File: src/hw/rtl/sbr_pkg.sv
package sbr_pkg;

    localparam int WORD_W = 16;
    localparam int DVD_W  = 23;
    localparam int CNT_W  = 5;
    localparam int SOC_W  = 7;

    localparam logic [2:0] REQ_READ    = 3'd0;
    localparam logic [2:0] REQ_PRESET  = 3'd1;
    localparam logic [2:0] REQ_STATUS  = 3'd2;
    localparam logic [2:0] REQ_SOC     = 3'd3;
    localparam logic [2:0] REQ_TEMP    = 3'd4;
    localparam logic [2:0] REQ_LIMIT   = 3'd5;

    localparam logic [7:0] CMD_TEMPERATURE  = 8'h08;
    localparam logic [7:0] CMD_VOLTAGE      = 8'h09;
    localparam logic [7:0] CMD_CURRENT      = 8'h0A;
    localparam logic [7:0] CMD_AVG_CURRENT  = 8'h0B;
    localparam logic [7:0] CMD_REL_SOC      = 8'h0D;
    localparam logic [7:0] CMD_ABS_SOC      = 8'h0E;
    localparam logic [7:0] CMD_REMAINING    = 8'h0F;
    localparam logic [7:0] CMD_FULL_CAP     = 8'h10;
    localparam logic [7:0] CMD_RUN_EMPTY    = 8'h11;
    localparam logic [7:0] CMD_AVG_EMPTY    = 8'h12;
    localparam logic [7:0] CMD_STATUS       = 8'h16;
    localparam logic [7:0] CMD_CYCLES       = 8'h17;
    localparam logic [7:0] CMD_DESIGN_CAP   = 8'h18;
    localparam logic [7:0] CMD_DESIGN_VOLT  = 8'h19;
    localparam logic [7:0] CMD_MFG_DATE     = 8'h1B;
    localparam logic [7:0] CMD_SERIAL       = 8'h1C;
    localparam logic [7:0] CMD_SVC_FLAGS    = 8'h60;
    localparam logic [7:0] CMD_CHARGE_LIMIT = 8'h61;

    localparam int FLAG_MAINT = 0;
    localparam int FLAG_SHIP  = 1;
    localparam int FLAG_FAIL  = 2;

    localparam int STATUS_SHIP_BIT = 9;
    localparam int STATUS_FAIL_BIT = 10;

    localparam logic [WORD_W-1:0] TEMP_OFFSET = 16'd273;
    localparam logic [SOC_W-1:0]  PCT_FULL    = 7'd100;
    localparam logic [SOC_W-1:0]  MIN_PER_HR  = 7'd60;
    localparam logic [WORD_W-1:0] MIN_CURRENT = 16'd100;

    localparam int MFG_YEAR  = 2026;
    localparam int MFG_EPOCH = 1980;
    localparam logic [WORD_W-1:0] MFG_DATE_WORD =
        16'(((MFG_YEAR - MFG_EPOCH) << 9) | (9 << 5) | 3);

    typedef struct packed {
        logic [WORD_W-1:0] voltage;
        logic [WORD_W-1:0] full_cap;
        logic [WORD_W-1:0] remaining;
        logic [WORD_W-1:0] current;
        logic [WORD_W-1:0] avg_current;
        logic [WORD_W-1:0] temperature;
        logic [WORD_W-1:0] cycles;
        logic [WORD_W-1:0] serial;
        logic [WORD_W-1:0] status;
        logic [WORD_W-1:0] limit;
        logic [2:0]        flags;
    } rec_t;

    typedef struct packed {
        logic              start;
        logic [DVD_W-1:0]  dividend;
        logic [WORD_W-1:0] divisor;
    } div_req_t;

    typedef struct packed {
        logic             done;
        logic [DVD_W-1:0] quotient;
    } div_rsp_t;

    function automatic rec_t preset_rec(input logic [2:0] idx);
        rec_t r;
        case (idx)
            3'd0: r = '{16'd11400, 16'd5400, 16'd4300, 16'hFA56, 16'hFB50, 16'd31,
                        16'd126, 16'h4912, 16'h0080, 16'd3200, 3'b000};
            3'd1: r = '{16'd7600, 16'd6800, 16'd5200, 16'hFC68, 16'hFCD6, 16'd29,
                        16'd44, 16'h7811, 16'h0040, 16'd2100, 3'b000};
            3'd2: r = '{16'd22200, 16'd4200, 16'd2100, 16'hF1F0, 16'hF510, 16'd37,
                        16'd87, 16'h2620, 16'h0100, 16'd4500, 3'b000};
            3'd3: r = '{16'd11400, 16'd6000, 16'd5900, 16'hFE70, 16'hFEA2, 16'd28,
                        16'd3, 16'h9001, 16'h0000, 16'd3400, 3'b001};
            default: r = '{16'd11220, 16'd3900, 16'd2700, 16'hFA24, 16'hFA24, 16'd41,
                           16'd1, 16'h1111, 16'h0400, 16'd900, 3'b000};
        endcase
        return r;
    endfunction

endpackage

File: src/hw/rtl/sbr_div.sv
module sbr_div (
    input  logic              aclk,
    input  logic              aresetn,
    input  sbr_pkg::div_req_t req,
    output sbr_pkg::div_rsp_t rsp
);
    import sbr_pkg::*;

    logic              busy_reg, busy_next;
    logic              done_reg, done_next;
    logic [CNT_W-1:0]  cnt_reg, cnt_next;
    logic [WORD_W-1:0] rem_reg, rem_next;
    logic [DVD_W-1:0]  quo_reg, quo_next;
    logic [WORD_W-1:0] dvs_reg, dvs_next;
    logic [WORD_W:0]   shifted;
    logic [WORD_W:0]   diff;
    logic              fits;

    // one quotient bit per cycle, restoring
    assign shifted = {rem_reg, quo_reg[DVD_W-1]};
    assign diff    = shifted - {1'b0, dvs_reg};
    assign fits    = shifted >= {1'b0, dvs_reg};

    always_comb begin
        busy_next = busy_reg;
        done_next = 1'b0;
        cnt_next  = cnt_reg;
        rem_next  = rem_reg;
        quo_next  = quo_reg;
        dvs_next  = dvs_reg;
        if (req.start) begin
            busy_next = 1'b1;
            cnt_next  = CNT_W'(DVD_W - 1);
            rem_next  = '0;
            quo_next  = req.dividend;
            dvs_next  = req.divisor;
        end else if (busy_reg) begin
            rem_next = fits ? diff[WORD_W-1:0] : shifted[WORD_W-1:0];
            quo_next = {quo_reg[DVD_W-2:0], fits};
            cnt_next = cnt_reg - 1'b1;
            if (cnt_reg == '0) begin
                busy_next = 1'b0;
                done_next = 1'b1;
            end
        end
    end

    always_ff @(posedge aclk) begin
        if (!aresetn) begin
            busy_reg <= 1'b0;
            done_reg <= 1'b0;
        end else begin
            busy_reg <= busy_next;
            done_reg <= done_next;
        end
        cnt_reg <= cnt_next;
        rem_reg <= rem_next;
        quo_reg <= quo_next;
        dvs_reg <= dvs_next;
    end

    assign rsp.done     = done_reg;
    assign rsp.quotient = quo_reg;

endmodule

File: src/hw/rtl/smart_battery_data_responder.sv
// Smart Battery word responder. Each request beat returns exactly one result
// beat: the word for a read, zero for every write and unknown command. One
// request is in flight at a time. State of charge reads with a nonzero full
// capacity, time-to-empty reads and state-of-charge writes pass through a
// 23-step bit-serial divider that all three share behind one 16x7 multiplier;
// direct reads and writes do not. A result waiting on m_ready holds the
// block: the next request is taken only once the previous result has been
// loaded into the output register.
module smart_battery_data_responder (
    input  logic        aclk,
    input  logic        aresetn,
    input  logic        s_valid,
    output logic        s_ready,
    input  logic [2:0]  s_req_type,
    input  logic [7:0]  s_command,
    input  logic [15:0] s_write_value,
    output logic        m_valid,
    input  logic        m_ready,
    output logic [15:0] m_read_data
);
    import sbr_pkg::*;

    localparam logic [2:0] ST_IDLE  = 3'd0;
    localparam logic [2:0] ST_EXEC  = 3'd1;
    localparam logic [2:0] ST_DIVGO = 3'd2;
    localparam logic [2:0] ST_DIVWT = 3'd3;
    localparam logic [2:0] ST_FIN   = 3'd4;

    localparam logic [1:0] OP_SOC_RD = 2'd0;
    localparam logic [1:0] OP_TTE_RD = 2'd1;
    localparam logic [1:0] OP_SOC_WR = 2'd2;

    logic [2:0]        state_reg, state_next;
    rec_t              rec_reg, rec_next;
    logic              m_valid_reg, m_valid_next;
    logic [WORD_W-1:0] m_data_reg, m_data_next;
    logic [WORD_W-1:0] res_reg, res_next;
    logic [2:0]        req_reg, req_next;
    logic [7:0]        cmd_reg, cmd_next;
    logic [WORD_W-1:0] val_reg, val_next;
    logic [1:0]        op_reg, op_next;
    logic [DVD_W-1:0]  prod_reg, prod_next;
    logic [WORD_W-1:0] dvs_reg, dvs_next;

    logic [WORD_W-1:0] mul_a;
    logic [SOC_W-1:0]  mul_b;
    logic [DVD_W-1:0]  product;
    logic [WORD_W-1:0] sel_current;
    logic [WORD_W-1:0] mag;
    logic [WORD_W-1:0] temp_k;
    logic [2:0]        preset_idx;
    logic [SOC_W-1:0]  soc_pct;
    logic              use_div;
    logic              out_free;
    div_req_t          div_req;
    div_rsp_t          div_rsp;

    sbr_div u_div (
        .aclk    (aclk),
        .aresetn (aresetn),
        .req     (div_req),
        .rsp     (div_rsp)
    );

    assign product = DVD_W'({7'd0, mul_a} * {16'd0, mul_b});
    assign sel_current = (cmd_reg == CMD_AVG_EMPTY) ? rec_reg.avg_current : rec_reg.current;
    // -32768 negates to 0x8000, which is its magnitude read as unsigned
    assign mag = sel_current[WORD_W-1] ? (~sel_current + 1'b1) : sel_current;
    assign temp_k = ((rec_reg.temperature + TEMP_OFFSET) << 3) +
                    ((rec_reg.temperature + TEMP_OFFSET) << 1);
    assign preset_idx = (val_reg > 16'd4) ? 3'd4 : val_reg[2:0];
    assign soc_pct = (val_reg > {9'd0, PCT_FULL}) ? PCT_FULL : val_reg[SOC_W-1:0];
    assign out_free = !m_valid_reg || m_ready;

    always_comb begin
        use_div = 1'b0;
        op_next = op_reg;
        mul_a   = rec_reg.remaining;
        mul_b   = PCT_FULL;
        if (req_reg == REQ_READ) begin
            case (cmd_reg)
                CMD_REL_SOC, CMD_ABS_SOC: begin
                    use_div = rec_reg.full_cap != '0;
                    op_next = OP_SOC_RD;
                end
                CMD_RUN_EMPTY, CMD_AVG_EMPTY: begin
                    use_div = 1'b1;
                    op_next = OP_TTE_RD;
                    mul_b   = MIN_PER_HR;
                end
                default: ;
            endcase
        end else if (req_reg == REQ_SOC) begin
            use_div = 1'b1;
            op_next = OP_SOC_WR;
            mul_a   = rec_reg.full_cap;
            mul_b   = soc_pct;
        end
    end

    always_comb begin
        state_next   = state_reg;
        rec_next     = rec_reg;
        m_valid_next = m_valid_reg;
        m_data_next  = m_data_reg;
        res_next     = res_reg;
        req_next     = req_reg;
        cmd_next     = cmd_reg;
        val_next     = val_reg;
        prod_next    = prod_reg;
        dvs_next     = dvs_reg;
        div_req      = '{start: 1'b0, dividend: prod_reg, divisor: dvs_reg};
        if (m_valid_reg && m_ready) begin
            m_valid_next = 1'b0;
        end
        case (state_reg)
            ST_IDLE: begin
                if (s_valid) begin
                    req_next   = s_req_type;
                    cmd_next   = s_command;
                    val_next   = s_write_value;
                    state_next = ST_EXEC;
                end
            end
            ST_EXEC: begin
                res_next = '0;
                if (use_div) begin
                    prod_next  = product;
                    dvs_next   = (op_next == OP_SOC_WR) ? {9'd0, PCT_FULL} :
                                 (op_next == OP_TTE_RD) ?
                                 ((mag < MIN_CURRENT) ? MIN_CURRENT : mag) :
                                 rec_reg.full_cap;
                    state_next = ST_DIVGO;
                end else begin
                    state_next = ST_FIN;
                    case (req_reg)
                        REQ_READ: begin
                            case (cmd_reg)
                                CMD_TEMPERATURE:  res_next = temp_k;
                                CMD_VOLTAGE,
                                CMD_DESIGN_VOLT:  res_next = rec_reg.voltage;
                                CMD_CURRENT:      res_next = rec_reg.current;
                                CMD_AVG_CURRENT:  res_next = rec_reg.avg_current;
                                CMD_REMAINING:    res_next = rec_reg.remaining;
                                CMD_FULL_CAP,
                                CMD_DESIGN_CAP:   res_next = rec_reg.full_cap;
                                CMD_STATUS:       res_next = rec_reg.status;
                                CMD_CYCLES:       res_next = rec_reg.cycles;
                                CMD_MFG_DATE:     res_next = MFG_DATE_WORD;
                                CMD_SERIAL:       res_next = rec_reg.serial;
                                CMD_SVC_FLAGS:    res_next = {13'd0, rec_reg.flags};
                                CMD_CHARGE_LIMIT: res_next = rec_reg.limit;
                                default:          res_next = '0;
                            endcase
                        end
                        REQ_PRESET: rec_next = preset_rec(preset_idx);
                        REQ_STATUS: begin
                            rec_next.status           = val_reg;
                            rec_next.flags[FLAG_SHIP] = val_reg[STATUS_SHIP_BIT];
                            rec_next.flags[FLAG_FAIL] = val_reg[STATUS_FAIL_BIT];
                        end
                        REQ_TEMP:  rec_next.temperature = val_reg;
                        REQ_LIMIT: rec_next.limit       = val_reg;
                        default: ;
                    endcase
                end
            end
            ST_DIVGO: begin
                div_req.start = 1'b1;
                state_next    = ST_DIVWT;
            end
            ST_DIVWT: begin
                if (div_rsp.done) begin
                    state_next = ST_FIN;
                    case (op_reg)
                        OP_SOC_RD: res_next = (div_rsp.quotient > DVD_W'(PCT_FULL)) ?
                                              {9'd0, PCT_FULL} :
                                              div_rsp.quotient[WORD_W-1:0];
                        OP_TTE_RD: res_next = div_rsp.quotient[WORD_W-1:0];
                        default:   rec_next.remaining = div_rsp.quotient[WORD_W-1:0];
                    endcase
                end
            end
            ST_FIN: begin
                // hold until the output register is free
                if (out_free) begin
                    m_valid_next = 1'b1;
                    m_data_next  = res_reg;
                    state_next   = ST_IDLE;
                end
            end
            default: state_next = ST_IDLE;
        endcase
    end

    always_ff @(posedge aclk) begin
        if (!aresetn) begin
            state_reg   <= ST_IDLE;
            m_valid_reg <= 1'b0;
            rec_reg     <= '0;
            op_reg      <= OP_SOC_RD;
        end else begin
            state_reg   <= state_next;
            m_valid_reg <= m_valid_next;
            rec_reg     <= rec_next;
            op_reg      <= (state_reg == ST_EXEC) ? op_next : op_reg;
        end
        m_data_reg <= m_data_next;
        res_reg    <= res_next;
        req_reg    <= req_next;
        cmd_reg    <= cmd_next;
        val_reg    <= val_next;
        prod_reg   <= prod_next;
        dvs_reg    <= dvs_next;
    end

    assign s_ready     = state_reg == ST_IDLE;
    assign m_valid     = m_valid_reg;
    assign m_read_data = m_data_reg;

endmodule

File: config.mk
export PLATFORM = sky130hd
export DESIGN_NAME = smart_battery_data_responder
export DESIGN_NICKNAME = d
export VERILOG_FILES = /design/src/hw/rtl/sbr_pkg.sv /design/src/hw/rtl/sbr_div.sv /design/src/hw/rtl/smart_battery_data_responder.sv
export SDC_FILE = /design/constraint.sdc
export NUM_CORES = 1
export LEC_CHECK = 0
export BUFFER_PORTS_ARGS = -buffer_cell sky130_fd_sc_hd__buf_2
export CAP_MARGIN = 0
export CORE_MARGIN = 10
export CORE_UTILIZATION = 65
export CTS_BUF_LIST = sky130_fd_sc_hd__clkbuf_2
export CTS_CLUSTER_DIAMETER = 30
export CTS_CLUSTER_SIZE = 12
export DETAILED_ROUTE_END_ITERATION = 6
export GPL_TIMING_DRIVEN = 0
export PLACE_DENSITY = 0.95
export SLEW_MARGIN = 10
export SYNTH_ARGS = -nofsm -noshare
export SYNTH_HDL_FRONTEND = slang
export SYNTH_SLANG_ARGS = --single-unit
File: constraint.sdc
create_clock -name aclk -period 8.3 [get_ports aclk]
set_input_delay 0.415 -clock aclk [delete_from_list [all_inputs] [get_ports aclk]]
set_output_delay 0.415 -clock aclk [all_outputs]
set_load 0.03 [all_outputs]
==> results.py, run 1 <==
metrics = {
    "floorplanning": {
        "floorplan.initialDensity_pct": 65.8,
        "coreArea_um2": 24200,
        "rows": 57,
        "die_h_um": 177,
        "die_x_um": 177,
        "dieArea_um2": 31200,
        "top_level_ports": 49,
    },
    "drt": {
        "wl_per_cell_um": 23.9,
        "num_vias": 14600,
        "firstDrtPassIters": 7,
        "drtIter0Drc": 2245,
        "finalWirelength_um": 52700,
        "ant_nets": 0,
        "vias_per_cell": 6.64,
        "drc_errors": 3,
    },
    "synthesis": {
        "synthTopCellsByCount": "nor2_1 (208), nand2_1 (178), edfxtp_1 (135)",
        "synth_warnings": 0,
        "ys_ff_latch": 255,
        "synth_seq_area_share_pct": 40.4,
        "yosysTopAreaCell": "edfxtp_1",
        "ys_top_cells_by_area": "edfxtp_1 (25%), dfxtp_1 (15%), fa_1 (8.8%)",
        "syn-cell-area_um2": 16000,
        "yosysTopAreaCellShare_pct": 25.4,
        "synth-xor-area-share_pct": 3.79,
        "avgSynthCellArea_um2": 9.43,
        "synthDistinctLibCells": 82,
        "synth.area.mux_share_pct": 2.77,
        "synth_edf_count": 135,
        "synthFlopType": "edfxtp_1",
        "synthSimpleGateAreaFrac_pct": 16.6,
        "synth.most_common_cell": "nor2_1",
        "synth-async-reset-ratio_pct": 0,
        "synth_compound_area_share_pct": 17.2,
        "synth_top_family_by_area": "compound AO/OA/AOI/OAI gates",
        "synth_adder_area_share_pct": 14.4,
        "synthCells": 1693,
    },
    "global_route": {
        "grtUsageTotal_pct": 33.2,
        "grt_pass1_vias": 14300,
        "grt_pass1_wl_um": 80800,
        "grt_max_degree": 29,
        "antenna_found_initial": 4,
        "grt_overflow": 0,
    },
    "sta": {
        "finalClockSkew_ps": 104,
        "finalCritPeriodShare_pct": 93.7,
        "whs_ps": 225,
        "setup_tns_ps": 0,
        "relSlewSlack_pct": 28.7,
        "finalSetupViolations": 0,
        "hold_viol": 0,
        "min_period_ps": 7770,
        "rsz0062_at_grt": "false",
        "max_freq_mhz": 129,
        "final_max_slew_viol_count": 0,
        "tightestPinTransition_ps": 1070,
    },
    "power_and_ir_drop": {
        "cellLeakagePower_nw": 7.48,
        "ir_drop_v": 0.000224,
        "power_density_nw_per_um2": 182,
    },
    "placement": {
        "post_dp_cell_area_um2": 16700,
        "hpwl_um": 39200,
        "io_buffers": 47,
        "place_congestion": 1.04,
        "place_inst": 2077,
    },
    "critical_path": {
        "r2r_cells": 20,
        "arrival_ps": 8430,
        "critPathLaunchType": "flop",
        "crit_fanout": 10,
        "crit_required_ps": 8960,
        "worstReg2RegStart": "req_reg[1]$_DFFE_PP_",
        "reg2reg_to": "prod_reg[21]$_DFFE_PP_",
        "critPathKind": "reg -> reg",
        "crit_path_end_kind": "flop",
        "r2r_slack_ps": 530,
    },
    "min_path": {
        "hold_depth": 2,
        "min_path_type": "in -> reg",
        "holdPathEnd": "val_reg[10]$_DFFE_PP_",
        "worstHoldStart": "s_write_value[10]",
    },
    "final_layout": {
        "multi_input_area_um2": 8830,
        "largest_reg_flops": 91,
        "finalNetCount": 2009,
        "final_util_pct": 73.1,
        "fin_cells": 2205,
        "finalInstanceArea_um2": 17700,
        "fillers": 1762,
        "drive_above_1_share_pct": 9.63,
        "area_growth_syn_to_layout_pct": 11.1,
        "regArea_um2": 6460,
    },
    "cts": {
        "clkTransAtPathRegs_ps": 170,
        "cts_tree": "done",
        "ctsResizeCount": 0,
        "clock_latency_ps": 940,
        "clockBufferDepth": 3,
        "postCtsHoldBufs": 30,
        "cts.sinks": 255,
        "post_cts_buffers": 0,
        "cts_buffers": 51,
        "h-tree-depth": 2,
        "root_buffer": "clkbuf_2",
    },
    "job": {
        "cap_violations": 0,
    },
    "run_status": {
        "outcome": "complete, but fails checks",
        "failed_checks": "DRC",
    },
}
[kinds of logic after synthesis]
logic type      after synthesis
flops                       255
other cells                   2
xor+xnor                     69
compound gates              408
mux                          41
simple gates                580
fa+ha+maj                   142
buf+inv                     196
[layout make-up]
class / count / area share, %
clock buffer: 54 / 1.52
inverter: 114 / 2.41
buffer: 82 / 1.83
sequential: 255 / 36.4
tap: 324 / 2.29
timing repair buffer: 79 / 3.20
antenna: 2 / 0.0282
multi-input combinational: 1253 / 49.8
clock inverter: 42 / 2.53
[cell usage in the layout, fill, tap and decap left out, types with 41 or more instances in the layout]
| cell type | instances |
|---|---|
| a21oi_1 | 102 |
| a22oi_1 | 41 |
| buf_2 | 48 |
| clkbuf_1 | 75 |
| clkbuf_2 | 55 |
| dfxtp_1 | 120 |
| edfxtp_1 | 135 |
| fa_1 | 70 |
| ha_1 | 72 |
| inv_1 | 111 |
| nand2_1 | 178 |
| nor2_1 | 207 |
| o21ai_0 | 70 |
| xnor2_1 | 45 |
[metal layers]
| metal | vias up | routed length [um] | global-route usage, % |
|---|---|---|---|
| li1 | 6380 | - | - |
| met1 | 7023 | 20600 | 44.6 |
| met2 | 1053 | 23200 | 50.4 |
| met3 | 188 | 6510 | 8.32 |
| met4 | 2 | 2310 | 13.9 |
| met5 | - | 17 | 0 |
[worst max path at each step]
stage                               startpoint                endpoint  slack, ps  cells after the start
final                     req_reg[1]$_DFFE_PP_  prod_reg[21]$_DFFE_PP_        530                     20
after global routing      req_reg[1]$_DFFE_PP_  prod_reg[19]$_DFFE_PP_        240                     20
after CTS                 req_reg[1]$_DFFE_PP_  prod_reg[21]$_DFFE_PP_        740                     20
after detailed placement  req_reg[1]$_DFFE_PP_  prod_reg[19]$_DFFE_PP_        750                     20
after global placement    req_reg[1]$_DFFE_PP_  prod_reg[19]$_DFFE_PP_        970                     20
after floorplan           cmd_reg[5]$_DFFE_PP_  prod_reg[21]$_DFFE_PP_       2290                     20
[power by group]
part	leakage, nW	total [mW]	internal [mW]	switching (mW)
combinational	4.82	0.692	0.279	0.413
clock	0.441	1.03	0.429	0.605
sequential	2.22	1.49	1.42	0.0791
[critical path: stages (launching register included)]
cell and delay [ps]:
edfxtp_1 350, clkbuf_1 520, nand3_1 580, or2_2 520
o21bai_1 580, clkbuf_1 530, nor2_1 150, fa_1 490
fa_1 520, fa_1 550, inv_1 50, fa_1 520
inv_1 40, ha_1 370, a21oi_1 260, nor3b_1 330
inv_1 80, o31ai_1 570, o311ai_0 200, a21oi_1 210
xnor2_1 100
[through the flow]
step	total power [mW]	worst slack [ps]
floorplan	1.99	2290
global placement	2.12	969
detailed placement	2.17	753
CTS	3.19	736
global route	3.35	242
finish	3.22	525
No activity file was read; power rests on OpenSTA's default activity.
==> run 2, diff against run 1 <==
--- a/config.mk
+++ b/config.mk
@@ -11,10 +11,10 @@
 export CORE_UTILIZATION = 65
 export CTS_BUF_LIST = sky130_fd_sc_hd__clkbuf_2
 export CTS_CLUSTER_DIAMETER = 30
-export CTS_CLUSTER_SIZE = 12
+export CTS_CLUSTER_SIZE = 28
 export DETAILED_ROUTE_END_ITERATION = 6
 export GPL_TIMING_DRIVEN = 0
-export PLACE_DENSITY = 0.95
+export PLACE_DENSITY = 0.89
 export SLEW_MARGIN = 10
 export SYNTH_ARGS = -nofsm -noshare
 export SYNTH_HDL_FRONTEND = slang
==> run 2 against run 1 <==
Compared with the run above:
- the flow still finishes with violations (DRC)
- combinational power fell by 3.0%
- setup slack improved by 120 ps
- clock power is 11% lower
- routed wire length shrank 5.4%
- die area stayed put
- first-iteration DRC count grew 4.3%
- sequential share of layout area rose by 0.23 points
- final area fell by 0.63%
- cell count shrank 0.32%
- total power decreased by 4.3%
- largest power group unchanged
==> results.py, run 2 (synthesis results as in run 1) <==
metrics = {
    "critical_path": {
        "crit_fanout": 10,
        "crit_required_ps": 8970,
        "arrival_ps": 8320,
        "crit_path_end_kind": "flop",
        "critPathLaunchType": "flop",
        "critPathKind": "reg -> reg",
    },
    "drt": {
        "ant_nets": 0,
        "drtIter0Drc": 2341,
        "vias_per_cell": 6.47,
        "num_vias": 14200,
        "firstDrtPassIters": 7,
        "finalWirelength_um": 49800,
        "drc_errors": 39,
        "wl_per_cell_um": 22.7,
    },
    "sta": {
        "tightestPinTransition_ps": 1340,
        "rsz0062_at_grt": "false",
        "hold_viol": 0,
        "max_freq_mhz": 131,
        "relSlewSlack_pct": 10.2,
        "finalSetupViolations": 0,
        "whs_ps": 209,
        "finalClockSkew_ps": 70.9,
        "finalCritPeriodShare_pct": 92.2,
        "setup_tns_ps": 0,
        "final_max_slew_viol_count": 0,
        "min_period_ps": 7650,
    },
    "final_layout": {
        "final_common_cell": "nor2_1",
        "layout_common_cells": "nor2_1 (207), nand2_1 (178), edfxtp_1 (135), dfxtp_1 (120), inv_1 (111)",
        "largest_reg_flops": 91,
        "area_growth_syn_to_layout_pct": 10.4,
        "fillers": 1792,
        "final_util_pct": 72.7,
        "finalNetCount": 2006,
        "drive_above_1_share_pct": 9.29,
    },
    "floorplanning": {
        "die_h_um": 177,
        "die_x_um": 177,
        "top_level_ports": 49,
        "floorplan.initialDensity_pct": 65.8,
        "dieArea_um2": 31200,
        "coreArea_um2": 24200,
        "rows": 57,
    },
    "cts": {
        "cts_tree": "done",
        "clkTransAtPathRegs_ps": 200,
        "clockBufferDepth": 3,
        "cts.sinks": 255,
        "h-tree-depth": 2,
        "ctsResizeCount": 0,
        "clock_latency_ps": 900,
        "root_buffer": "clkbuf_2",
        "post_cts_buffers": 0,
        "cts_buffers": 48,
    },
    "power_and_ir_drop": {
        "cellLeakagePower_nw": 7.44,
        "ir_drop_v": 0.000168,
        "finalPower_mw": 3.08,
        "p_seq_share_pct": 48.4,
        "p_clk_share_pct": 29.8,
        "p_int_mw": 2.05,
        "comb_power_share_pct": 21.8,
        "power_density_nw_per_um2": 175,
        "swShare_pct": 33.6,
        "switchingPower_mw": 1.04,
    },
    "run_status": {
        "failed_checks": "DRC",
        "outcome": "complete, but fails checks",
    },
    "global_route": {
        "grtUsageTotal_pct": 31.7,
        "grt_pass1_wl_um": 77400,
        "grt_pass1_vias": 13800,
        "grt_max_degree": 28,
        "grt_overflow": 0,
        "antenna_found_initial": 1,
    },
    "placement": {
        "io_buffers": 47,
        "hpwl_um": 37600,
        "place_congestion": 1.01,
    },
    "job": {
        "cap_violations": 0,
    },
    "min_path": {
        "min_path_type": "in -> reg",
    },
}
[run 2: cell count changes in the layout (fill, tap and decap cells not counted)]
cell        before  now
bufinv_16        6    4
clkinv_4         6    4
inv_2            1    3
inv_6            8    6
nor3_1          36   38
nor3_2           4    2
clkbuf_2        55   56
clkinv_2         7    6
clkinvlp_4       4    3
diode_2          2    1
inv_8            5    4
nor4_1          11   10
nor4_2           0    1
[run 2: stage by stage]
stage          area (um2)  cells  setup WS (ps)
2_1_floorplan       16000   1704           2290
3_3_place_gp        16600   2075           1030
5_1_grt             17600   2198            262
6_report            17600   2198            648
4_1_cts             17600   2197            850
3_5_place_dp        16700   2077            861
[run 2: repair_timing]
item / in CTS / in global routing
setup endpoints to repair: 0 / 0
endpoints found under the hold margin: 38 / 0
hold buffers: 30 / 0
[run 2: final cells by class]
| cell class | count | area (um2) | area share [%] |
|---|---|---|---|
| Tap cell | 324 | 405 | 2.30 |
| Clock buffer | 55 | 275 | 1.56 |
| Timing Repair Buffer | 79 | 567 | 3.22 |
| Antenna cell | 1 | 2.50 | 0.0142 |
| Inverter | 114 | 428 | 2.43 |
| Buffer | 82 | 325 | 1.85 |
| Sequential cell | 255 | 6460 | 36.6 |
| Clock inverter | 35 | 338 | 1.92 |
| Multi-Input combinational cell | 1253 | 8820 | 50.1 |
[run 2: final timing paths]
kind                             startpoint                     endpoint  slack, ps  cells past startpoint
hold reg to reg   dvs_reg[13]$_SDFFCE_PP0P_  u_div.dvs_reg[13]$_DFFE_PP_        420                      0
setup reg to reg       req_reg[2]$_DFFE_PP_       prod_reg[21]$_DFFE_PP_        650                     21
hold / removal                 s_command[2]         cmd_reg[2]$_DFFE_PP_        210                      2
setup / recovery       req_reg[2]$_DFFE_PP_       prod_reg[21]$_DFFE_PP_        650                     21
[run 2: power groups by stage]
stage	clock (mW)	sequential [mW]	combinational (mW)
after CTS	0.922	1.49	0.656
after floorplan	0	1.49	0.492
after global placement	0	1.51	0.610
after global routing	0.977	1.50	0.736
after detailed placement	0	1.52	0.639
final	0.920	1.49	0.671
[run 2: worst max-delay path, cell delays in order (launching register included)]
cell      delay (ps)
edfxtp_1         440
clkbuf_1         330
nor3_1           350
nand2_1          180
nor3_1           820
o21bai_1         480
clkbuf_1         500
nor2_1           160
fa_1             490
fa_1             500
fa_1             550
inv_1             50
fa_1             530
inv_1             40
ha_1             370
a21oi_1          260
nor3b_1          290
inv_1             70
o31ai_1          510
o311ai_0         230
a21oi_1          210
xnor2_1           80
[run 2: routing by layer]
metal / track usage, % / wire length, um / part of all wire (%) / vias up
met2: 47.1 / 21500 / 43 / 907
met5: 0 / 0 / 0 / -
met3: 8.09 / 6020 / 12 / 172
li1: - / - / - / 6368
met1: 43.1 / 20000 / 40 / 6775
met4: 13.8 / 2330 / 4.7 / 0
==> run 3, diff against run 2 <==
--- a/config.mk
+++ b/config.mk
@@ -8,13 +8,13 @@
 export BUFFER_PORTS_ARGS = -buffer_cell sky130_fd_sc_hd__buf_2
 export CAP_MARGIN = 0
 export CORE_MARGIN = 10
-export CORE_UTILIZATION = 65
-export CTS_BUF_LIST = sky130_fd_sc_hd__clkbuf_2
+export CORE_UTILIZATION = 68
+export CTS_BUF_LIST = sky130_fd_sc_hd__clkbuf_4 sky130_fd_sc_hd__clkbuf_8
 export CTS_CLUSTER_DIAMETER = 30
 export CTS_CLUSTER_SIZE = 28
 export DETAILED_ROUTE_END_ITERATION = 6
 export GPL_TIMING_DRIVEN = 0
-export PLACE_DENSITY = 0.89
+export PLACE_DENSITY = 0.92
 export SLEW_MARGIN = 10
 export SYNTH_ARGS = -nofsm -noshare
 export SYNTH_HDL_FRONTEND = slang
==> constraint.sdc (replaced) <==
create_clock -name aclk -period 9.4 [get_ports aclk]
set_input_delay 0.47 -clock aclk [delete_from_list [all_inputs] [get_ports aclk]]
set_output_delay 0.47 -clock aclk [all_outputs]
set_load 0.03 [all_outputs]
==> run 3 against run 2 <==
Compared with the run above:
- the run still ends with DRC left
- global-route usage up 2.5 points
- clock power rose by 52%
- flip-flop and latch count is the same
- total power grew 8.2%
- critical path depth down 1
- largest cell class unchanged
- highest routed layer unchanged
==> results.py, run 3 (synthesis results as in run 1) <==
metrics = {
    "critical_path": {
        "slowest_delay_ps": 610,
        "crit_path_end_kind": "flop",
        "critPathLaunchType": "flop",
        "crit_path_cell_trace": "clkbuf_1, nand3_1, or2_2, o21bai_1, clkbuf_1, nor2_1, fa_1, fa_1, fa_1, inv_1, fa_1, inv_1, ha_1, o21a_1, o21ai_0, a221oi_1, o31ai_1, o311ai_0, a21oi_1, xnor2_1",
        "critPathKind": "reg -> reg",
        "worstReg2RegStart": "req_reg[1]$_DFFE_PP_",
        "arrival_ps": 8050,
        "crit_required_ps": 9710,
        "cpMaxStageDelayCell": "o21bai_1",
        "crit_fanout": 10,
        "crit_start": "req_reg[1]$_DFFE_PP_",
        "path_common_cell": "fa_1",
    },
    "drt": {
        "vias_per_cell": 6.76,
        "drc_errors": 16,
        "wl_per_cell_um": 24.3,
        "ant_nets": 0,
        "drtIter0Drc": 2390,
        "finalWirelength_um": 52800,
        "num_vias": 14700,
        "firstDrtPassIters": 7,
    },
    "power_and_ir_drop": {
        "finalPower_mw": 3.33,
        "cellLeakagePower_nw": 7.57,
        "ir_drop_v": 0.000188,
        "power_density_nw_per_um2": 185,
    },
    "sta": {
        "finalCritPeriodShare_pct": 82.4,
        "setup_tns_ps": 0,
        "max_freq_mhz": 129,
        "relSlewSlack_pct": 7.38,
        "finalClockSkew_ps": 56.3,
        "hold_viol": 0,
        "whs_ps": 36.0,
        "final_max_slew_viol_count": 0,
        "finalSetupViolations": 0,
        "min_period_ps": 7750,
        "rsz0062_at_grt": "false",
        "tightestPinTransition_ps": 1380,
    },
    "floorplanning": {
        "rows": 56,
        "top_level_ports": 49,
        "floorplan.initialDensity_pct": 68.6,
        "die_h_um": 173,
        "dieArea_um2": 30000,
        "die_x_um": 173,
        "coreArea_um2": 23300,
    },
    "cts": {
        "h-tree-depth": 2,
        "post_cts_buffers": 0,
        "ctsResizeCount": 0,
        "postCtsHoldBufs": 0,
        "clock_latency_ps": 600,
        "cts_tree": "done",
        "root_buffer": "clkbuf_8",
        "cts.sinks": 255,
        "clockBufferDepth": 3,
        "cts_buffers": 52,
        "clkTransAtPathRegs_ps": 70,
    },
    "final_layout": {
        "drive_above_1_share_pct": 9.99,
        "finalInstanceArea_um2": 18000,
        "layout_common_cells": "nor2_1 (207), nand2_1 (178), edfxtp_1 (135), dfxtp_1 (120), inv_1 (111)",
        "final_common_cell": "nor2_1",
        "finalNetCount": 1981,
        "largest_reg_flops": 91,
        "num_antenna_cells": 0,
        "area_growth_syn_to_layout_pct": 12.8,
        "final_util_pct": 77.4,
    },
    "placement": {
        "hpwl_um": 38200,
        "io_buffers": 47,
        "post_dp_cell_area_um2": 16700,
        "place_congestion": 1.05,
    },
    "min_path": {
        "min_path_type": "in -> reg",
        "worstHoldStart": "s_write_value[9]",
    },
    "global_route": {
        "grt_pass1_vias": 14500,
        "grtUsageTotal_pct": 34.2,
        "grt_overflow": 0,
        "grt_pass1_wl_um": 81600,
        "antenna_found_initial": 0,
        "grt_max_degree": 28,
    },
    "run_status": {
        "failed_checks": "DRC",
        "outcome": "complete, but fails checks",
    },
    "job": {
        "cap_violations": 0,
    },
}
## run 3: changes by cell type in the layout (fill, tap and decap cells not counted), sizes merged
| cell | before | now |
|---|---|---|
| clkinv | 17 | 12 |
| buf | 55 | 56 |
| clkinvlp | 3 | 5 |
| clkbuf | 131 | 138 |
| bufinv | 4 | 8 |
| diode | 1 | 0 |
| dlygate4sd3 | 30 | 0 |
## run 3: power by group
part / internal (mW) / switching [mW] / total, mW
clock: 0.828 / 0.573 / 1.40
sequential: 1.25 / 0.0700 / 1.32
combinational: 0.240 / 0.371 / 0.611
## run 3: worst paths after layout
path | endpoint | slack (ps) | cells after the start
hold reg to reg | u_div.dvs_reg[14]$_DFFE_PP_ | 390 | 0
setup / recovery | prod_reg[21]$_DFFE_PP_ | 1650 | 20
hold / removal | val_reg[9]$_DFFE_PP_ | 40 | 1
setup reg to reg | prod_reg[21]$_DFFE_PP_ | 1650 | 20
## run 3: area by class of cell
type / count / area, um2
multi-input cells: 1253 / 8820
plain buffers: 82 / 325
repair buffers: 50 / 289
clock inverters: 36 / 480
well taps: 319 / 399
flip-flops and latches: 255 / 6460
inverters: 114 / 428
fillers: 1485 / 5260
clock buffers: 62 / 810
## run 3: critical path, delay by kind of cell, from the launching register on
family | cells | cell delay, ps
fa+ha+maj | 5 | 2510
simple gates | 3 | 1190
flops | 1 | 320
compound gates | 7 | 2290
xor+xnor | 1 | 90
buf+inv | 4 | 1050
## run 3: layer usage
metal  track usage (%)  up-vias  part of all wire, %
li1                  -     6310                    -
met1              44.5     6949                   37
met2              51.8     1153                   43
met3              9.63      267                   13
met4              16.8        0                  5.7
met5                 0        -                    0
## run 3: through the flow
stage | instances | worst slack [ps]
3_3_place_gp | 2070 | 2160
3_5_place_dp | 2073 | 1900
5_1_grt | 2171 | 1290
2_1_floorplan | 1704 | 3390
6_report | 2171 | 1650
4_1_cts | 2171 | 1870
